==> src/hdl/v4n_pkg.sv <==
`timescale 1ns / 1ps
`default_nettype none

package v4n_pkg;

    localparam int FRAC_BITS  = 16;
    localparam int COMP_W     = 32;
    localparam int PROD_W     = 2 * COMP_W;
    // Four full products summed exactly, plus room for sign.
    localparam int SUM_W      = PROD_W + 2;
    localparam int SQ_N_W     = PROD_W + 1;
    localparam int SQ_WK_W    = PROD_W + 2;
    localparam int ROOT_W     = COMP_W + 1;
    localparam int SQ_STAGES  = ROOT_W;
    localparam int QUO_W      = FRAC_BITS + 1;
    localparam int DIV_STAGES = QUO_W;
    localparam int DVD_W      = COMP_W + FRAC_BITS;
    localparam int CMP_W      = ROOT_W + FRAC_BITS;
    localparam int SIDE_LEN   = SQ_STAGES + DIV_STAGES;

    localparam logic [2:0] MODE_ADD  = 3'd0;
    localparam logic [2:0] MODE_SUB  = 3'd1;
    localparam logic [2:0] MODE_MUL  = 3'd2;
    localparam logic [2:0] MODE_DOT  = 3'd3;
    localparam logic [2:0] MODE_LEN  = 3'd4;
    localparam logic [2:0] MODE_NORM = 3'd5;
    localparam logic [2:0] MODE_NEG  = 3'd6;

    localparam logic signed [COMP_W-1:0] MAX_VAL = {1'b0, {(COMP_W-1){1'b1}}};
    localparam logic signed [COMP_W-1:0] MIN_VAL = {1'b1, {(COMP_W-1){1'b0}}};

    typedef logic signed [COMP_W-1:0] comp_t;

    typedef struct packed {
        comp_t val;
        logic  ovf;
    } sat_t;

    typedef struct packed {
        logic [2:0]                   mode;
        logic [3:0][COMP_W-1:0]       vec;
        comp_t                        dot;
        logic                         ovf;
        logic [3:0][COMP_W-1:0]       mag;
        logic [3:0]                   neg;
    } side_t;

    function automatic sat_t sat_comp(input logic signed [SUM_W-1:0] v);
        sat_t s;
        if (v > SUM_W'(MAX_VAL)) begin
            s.val = MAX_VAL;
            s.ovf = 1'b1;
        end else if (v < SUM_W'(MIN_VAL)) begin
            s.val = MIN_VAL;
            s.ovf = 1'b1;
        end else begin
            s.val = v[COMP_W-1:0];
            s.ovf = 1'b0;
        end
        return s;
    endfunction

endpackage

`default_nettype wire

==> src/hdl/v4n_div.sv <==
`timescale 1ns / 1ps
`default_nettype none

module v4n_div (
    input  wire logic                         aclk,
    input  wire logic                         en,
    input  wire logic [v4n_pkg::COMP_W-1:0]   mag,
    input  wire logic [v4n_pkg::ROOT_W-1:0]   divisor,
    output logic      [v4n_pkg::QUO_W-1:0]    quo,
    output logic      [v4n_pkg::ROOT_W-1:0]   divisor_out
);

    localparam int NS = v4n_pkg::DIV_STAGES;
    localparam int FB = v4n_pkg::FRAC_BITS;
    localparam int DW = v4n_pkg::DVD_W;
    localparam int CW = v4n_pkg::CMP_W;
    localparam int QW = v4n_pkg::QUO_W;
    localparam int LW = v4n_pkg::ROOT_W;

    logic [DW-1:0] rem_reg [NS];
    logic [QW-1:0] q_reg   [NS];
    logic [LW-1:0] d_reg   [NS];

    // Restoring division, one quotient bit per stage.
    for (genvar k = 0; k < NS; k++) begin : g_st
        localparam int SH = NS - 1 - k;
        logic [DW-1:0] ri, rem_next;
        logic [QW-1:0] qi, q_next;
        logic [LW-1:0] di;
        logic [CW-1:0] dsh;

        if (k == 0) begin : g_first
            assign ri = {mag, {FB{1'b0}}};
            assign qi = '0;
            assign di = divisor;
        end else begin : g_rest
            assign ri = rem_reg[k-1];
            assign qi = q_reg[k-1];
            assign di = d_reg[k-1];
        end

        always_comb begin
            dsh = CW'(di) << SH;
            if (CW'(ri) >= dsh) begin
                rem_next = DW'(CW'(ri) - dsh);
                q_next   = qi | (QW'(1) << SH);
            end else begin
                rem_next = ri;
                q_next   = qi;
            end
        end

        always_ff @(posedge aclk) begin
            if (en) begin
                rem_reg[k] <= rem_next;
                q_reg[k]   <= q_next;
                d_reg[k]   <= di;
            end
        end
    end

    assign quo         = q_reg[NS-1];
    assign divisor_out = d_reg[NS-1];

endmodule

`default_nettype wire

==> config.mk <==
export PLATFORM = sky130hd
export DESIGN_NAME = v4n_div
export DESIGN_NICKNAME = d
export VERILOG_FILES = /design/src/hdl/v4n_pkg.sv /design/src/hdl/v4n_div.sv
export SDC_FILE = /design/constraint.sdc
export NUM_CORES = 2
export LEC_CHECK = 0
export ABC_CLOCK_PERIOD_IN_PS = 3650
export BUFFER_PORTS_ARGS = -buffer_cell sky130_fd_sc_hd__buf_2
export CAP_MARGIN = 15
export CELL_PAD_IN_SITES_DETAIL_PLACEMENT = 1
export CELL_PAD_IN_SITES_GLOBAL_PLACEMENT = 1
export CORE_MARGIN = 8
export CORE_UTILIZATION = 48
export CTS_BUF_LIST = sky130_fd_sc_hd__clkbuf_2
export CTS_CLUSTER_DIAMETER = 40
export DETAILED_ROUTE_END_ITERATION = 16
export PLACE_DENSITY = 0.85
export SLEW_MARGIN = 20
export SYNTH_ARGS = -nofsm -noshare
export SYNTH_HDL_FRONTEND = slang
export SYNTH_SLANG_ARGS = --single-unit
==> constraint.sdc <==
create_clock -name aclk -period 3.65 [get_ports aclk]
set_input_delay 0.73 -clock aclk [delete_from_list [all_inputs] [get_ports aclk]]
set_output_delay 0.73 -clock aclk [all_outputs]
set_load 0.005 [all_outputs]
* Word level (Yosys, flattened, before mapping)
Memories as Yosys holds them, arrays and structs flattened.
Index checks and enable logic that the tools add are counted.
** Storage, ports and cells
- Flip-flop bits (word level) :: 0
- Latch bits :: 0
- RAM bits :: 1666
- Bits in read-only memories :: 0
- Output and inout port bits :: 50
- Logic and storage cells :: 73
- Memories :: 3
** Memories
- rem_reg :: words 17, width 48, read ports 16, clocked after memory_dff 0, wr ports 17, line v4n_div.sv:20 : logic [DW-1:0] rem_reg [NS];
- d_reg :: words 17, width 33, read ports 17, clocked after memory_dff 0, wr ports 17, line v4n_div.sv:22 : logic [LW-1:0] d_reg [NS];
- q_reg :: words 17, width 17, read ports 17, clocked after memory_dff 0, wr ports 17, line v4n_div.sv:21 : logic [QW-1:0] q_reg [NS];
** Operators by class
- Add/subtract/negate cells :: 17
- $mul :: 0
- Divide/modulo/power cells :: 0
- $lt $le $gt $ge :: 17
- Eq/ne operators :: 0
- Shift operators :: 0
- Mux-type cells :: 36
- Bitwise gates (word level) :: 0
- Reduce and logical (&&, ||, !) cells :: 0
** Operator list (number)
- 2-to-1 mux 48 bit :: 17
- subtractor 48 bit :: 2
- greater-or-equal comparator 48 x 49 -> 1 bit :: 1
- greater-or-equal comparator 48 x 33 -> 1 bit :: 1
- greater-or-equal comparator 48 x 34 -> 1 bit :: 1
- greater-or-equal comparator 48 x 35 -> 1 bit :: 1
- greater-or-equal comparator 48 x 36 -> 1 bit :: 1
- greater-or-equal comparator 48 x 37 -> 1 bit :: 1
- greater-or-equal comparator 48 x 38 -> 1 bit :: 1
- greater-or-equal comparator 48 x 39 -> 1 bit :: 1
- greater-or-equal comparator 48 x 40 -> 1 bit :: 1
- greater-or-equal comparator 48 x 41 -> 1 bit :: 1
- greater-or-equal comparator 48 x 42 -> 1 bit :: 1
- greater-or-equal comparator 48 x 43 -> 1 bit :: 1
- greater-or-equal comparator 48 x 44 -> 1 bit :: 1
- greater-or-equal comparator 48 x 45 -> 1 bit :: 1
- greater-or-equal comparator 48 x 46 -> 1 bit :: 1
- greater-or-equal comparator 48 x 47 -> 1 bit :: 1
- greater-or-equal comparator 48 bit :: 1
- subtractor 48 x 33 -> 48 bit :: 1
- subtractor 48 x 34 -> 48 bit :: 1
- subtractor 48 x 35 -> 48 bit :: 1
- subtractor 48 x 36 -> 48 bit :: 1
- subtractor 48 x 37 -> 48 bit :: 1
- other kinds (27) :: 29

* Logic depth before layout (Yosys ltp)
An unclocked memory read counts as a cell.
- Depth in word-level cells :: 3
- Gate-level depth with buffers :: 16
- Depth with buffers taken out :: 13

* Least setup slack after synthesis
OpenSTA, ideal clock, no wires.
- Path kind :: input to register
- Start point :: input divisor[10] (netlist name)
- End point :: memory rem_reg[0][42] (netlist name), data pin
- Library setup time :: 0.268 ns
- Arrival time :: 3.320 ns
- Setup slack :: 0.062 ns
- Stages :: 13
- Path through :: inv_1 ha_1 a21o_1 a221o_1 a21o_1 a31o_2 nor4bb_1 o211ai_1 nand2_1 a41oi_1 clkbuf_1 clkbuf_1 o21ai_0
** RTL lines
- start: declaration :: line v4n_div.sv:8 : input wire logic [v4n_pkg::ROOT_W-1:0] divisor,
- end: declaration :: line v4n_div.sv:20

==> impl_metrics.csv <==
group,metric,value,unit
synthesis,yosysWarnings,0,
setup_path,critical_path_required,5.23,ns
routing,viasPerCell,5.71,
setup_path,crit_path_end_kind,"flip-flop",
global_route,grt_max_degree,146,
routing,drt-wirelength-per-cell,22.2,um
setup_path,start_kind,"flip-flop",
die,row_count,148,
setup_path,worstPathArrival,5.61,ns
synthesis,synth_ff_type,"edfxtp_1",
synthesis,async_flop_share,0,%
die,die_x,420,um
setup_path,crit_type,"flip-flop to flip-flop",
status,outcome,"complete, but fails checks",
cts,cts-root-buf,"clkbuf_2",
synthesis,yosys-top-cells-area,"edfxtp_1 52%, ha_1 8.9%, o21ai_0 4.0%",
place,dp.cells,10200,
synthesis,ys_types,89,
timing,hold_viol_final,0,
timing,drv_slew,0,
cells_and_area,nets,9363,
timing,hold_slack,0.160,ns
die,start_util,48.2,%
cts,clk_latency,1.97,ns
cts,htreeDepth,5,
cts,cts_tree,"yes",
synthesis,synth_nets,8032,
die,dieArea,176000,um2
synthesis,synth_area,78300,um2
global_route,grt_pass1_vias,70100,
pwr,powerDensity,765,nW/um2
synthesis,ys_ff_latch,1346,
cells_and_area,final_layout_size_suffix_gt1_share,21.6,%
cts,clockBufferDepth,4,
die,chipHeight,420,um
global_route,grt.total_usage,25.7,%
pwr,peakVddDrop,0.391,mV
cells_and_area,multiInputGateArea,36100,um2
synthesis,yosysTopAreaCellShare,51.6,%
timing,worstMarginPinSlew,1.29,ns
routing,wl,248000,um
cells_and_area,area_growth,21.6,%
synthesis,ys_seq_area_share,51.6,%
synthesis,synthTopCellsByCount,"1346 x edfxtp_1, 733 x nand2_1, 692 x inv_1",
setup_path,path_max_fanout,10,
timing,grt_setup_unrepaired,"true",
status,violations,"negative setup slack",
routing,drt_iter0_drc,3464,
cts,cts_buffers,366,
synthesis,syn_avg_cell_area,10.6,um2
timing,fin_crit,4.03,ns
timing,post-route-period-util,111,%
die,core_area,162000,um2
global_route,grt-ovfl-total,0,
timing,slew_headroom,14.0,%
global_route,grt_pass1_wl,363000,um
routing,vias,63600,
setup_path,crit_slowest_cell,"ha_1",
synthesis,synthCells,7390,
cells_and_area,seq_area,40400,um2
cells_and_area,largest_reg_flops,632,
timing,timing.final.ws_setup,-0.384,ns
die,ios,117,
setup_path,crit_chain,"inv_1 > ha_1 > nand4_1 > nor2_1 > nand2_1 > nor4_2 > buf_4 > a21oi_1 > nand2_1 > a221o_2 > buf_12 > buf_6 > nor2_2 > a21oi_1",
routing,ant_nets,0,
synthesis,yosysTopAreaCell,"edfxtp_1",
timing,max_freq,0.248,GHz
timing,setup_viol,80,
pwr,power.total,72.8,mW
global_route,grt_antenna_before_repair,2,
timing,clock_skew,0.238,ns
cells_and_area,fill_cells,17600,
cells_and_area,final-instance-count-excl-fill,11100,
setup_path,cpPeakStageDelay,0.45,ns
place,gpl.final_weighted_congestion,0.994,
min_path,worstHoldPathType,"input port to flip-flop",
flow_run,max-cap-violations,0,
cts,clk_pin_slew,0.17,ns
routing,drc_errors,0,
synthesis,synth_edf_count,1346,
place,hpwl,170000,um
routing,firstDrtPassIters,8,
pwr,p_leak,40.0,nW
cts,cts_sinks,1346,
place,io_buffers,116,
synthesis,yosysMostFrequentCell,"edfxtp_1",
-- metrics by stage --
stage | area [um2] | setup TNS (ns) | util, % | setup WS, ns
after floorplan | 78300 | 0 | - | 0.0616
after global placement | 87000 | -9.88 | 53.6 | -0.289
after detailed placement | 87000 | -29.34 | 53.6 | -0.327
after CTS | 93000 | -0.130 | 57.3 | -0.127
after global routing | 95200 | -13.05 | 58.6 | -0.446
final | 95200 | -10.0 | 58.6 | -0.384
-- worst max-delay path, delay by kind of cell (launching register included) --
kind            cells  cell delay [ns]
flops               1             0.43
fa+ha+maj           1             0.45
simple gates        6             1.54
buf+inv             4             0.62
compound gates      3             0.66
-- cell type report --
class / count / area share, %
Clock buffer: 494 / 2.60
Clock inverter: 123 / 0.765
Multi-Input combinational cell: 5093 / 37.9
Tap cell: 2175 / 2.86
Inverter: 695 / 2.74
Sequential cell: 1346 / 42.5
Antenna cell: 4 / 0.0105
Timing Repair Buffer: 1219 / 10.7
-- metal layers --
| layer | track usage [%] | up-vias | part of all wire [%] |
|---|---|---|---|
| li1 | - | 29800 | - |
| met1 | 22.0 | 30900 | 32 |
| met2 | 52.3 | 1919 | 56 |
| met3 | 3.92 | 1020 | 3.8 |
| met4 | 18.8 | 0 | 8.7 |
| met5 | 0 | - | 0 |
-- report_power, final --
group	switching [mW]	internal, mW	leakage (nW)	total (mW)
Combinational	20.7	16.3	24.5	37.0
Clock	6.63	4.30	2.42	10.9
Sequential	2.42	22.4	13.0	24.9
Total	29.7	43.1	40.0	72.8
-- final timing paths --
| check | start | endpoint | slack [ns] | cells past startpoint |
|---|---|---|---|---|
| max | d_reg[0][18] | rem_reg[0][79] | -0.38 | 14 |
| min | divisor[17] | d_reg[0][17] | 0.16 | 3 |
| max reg2reg | d_reg[0][18] | rem_reg[0][79] | -0.38 | 14 |
| min reg2reg | q_reg[1][61] | q_reg[1][78] | 0.32 | 0 |
-- cell usage in the layout (no fill, tap or decap), types with 28 or more instances in the layout --
cell type	instances
a21o_1	281
mux2_2	48
edfxtp_1	1346
ha_1	525
o21a_1	80
buf_12	39
clkinv_1	88
o21ai_0	581
nand2_1	724
or3_1	39
o31ai_1	51
a211oi_1	36
a21oi_1	551
buf_4	843
dlygate4sd3_1	186
xnor2_1	300
and3_1	56
nand4_1	114
and2_1	33
nand3_1	116
clkbuf_2	494
nor3_1	88
ha_4	28
o211ai_1	34
o21bai_1	69
xor2_1	242
nor2b_1	60
nor2_1	367
buf_2	115
inv_1	680
a31oi_1	53
nand2b_1	80
nor4_1	34
-- logic make-up (layout without fill, tap and decap cells) --
kind of cell,after synthesis,after routing,synth area share [%]
AO/OA/AOI/OAI,2078,2078,16.4
XOR/XNOR,542,542,6.06
adder cells (fa/ha/maj),575,575,9.34
buffers and inverters,951,2531,4.77
flip-flops,1346,1346,51.6
multiplexers,50,50,0.719
other,0,4,0
AND/OR/NAND/NOR,1848,1848,11.0
-- repair_timing --
item                                    4_1_cts  5_1_grt
hold buffers                                193        1
pin swaps                                    33      131
endpoints found under the setup margin      337      407
gates resized for setup                     119      283
gates cloned                                  2       10
endpoints found under the hold margin      1412        1
setup buffers                                21       90
(Power assumes the default switching activity.)
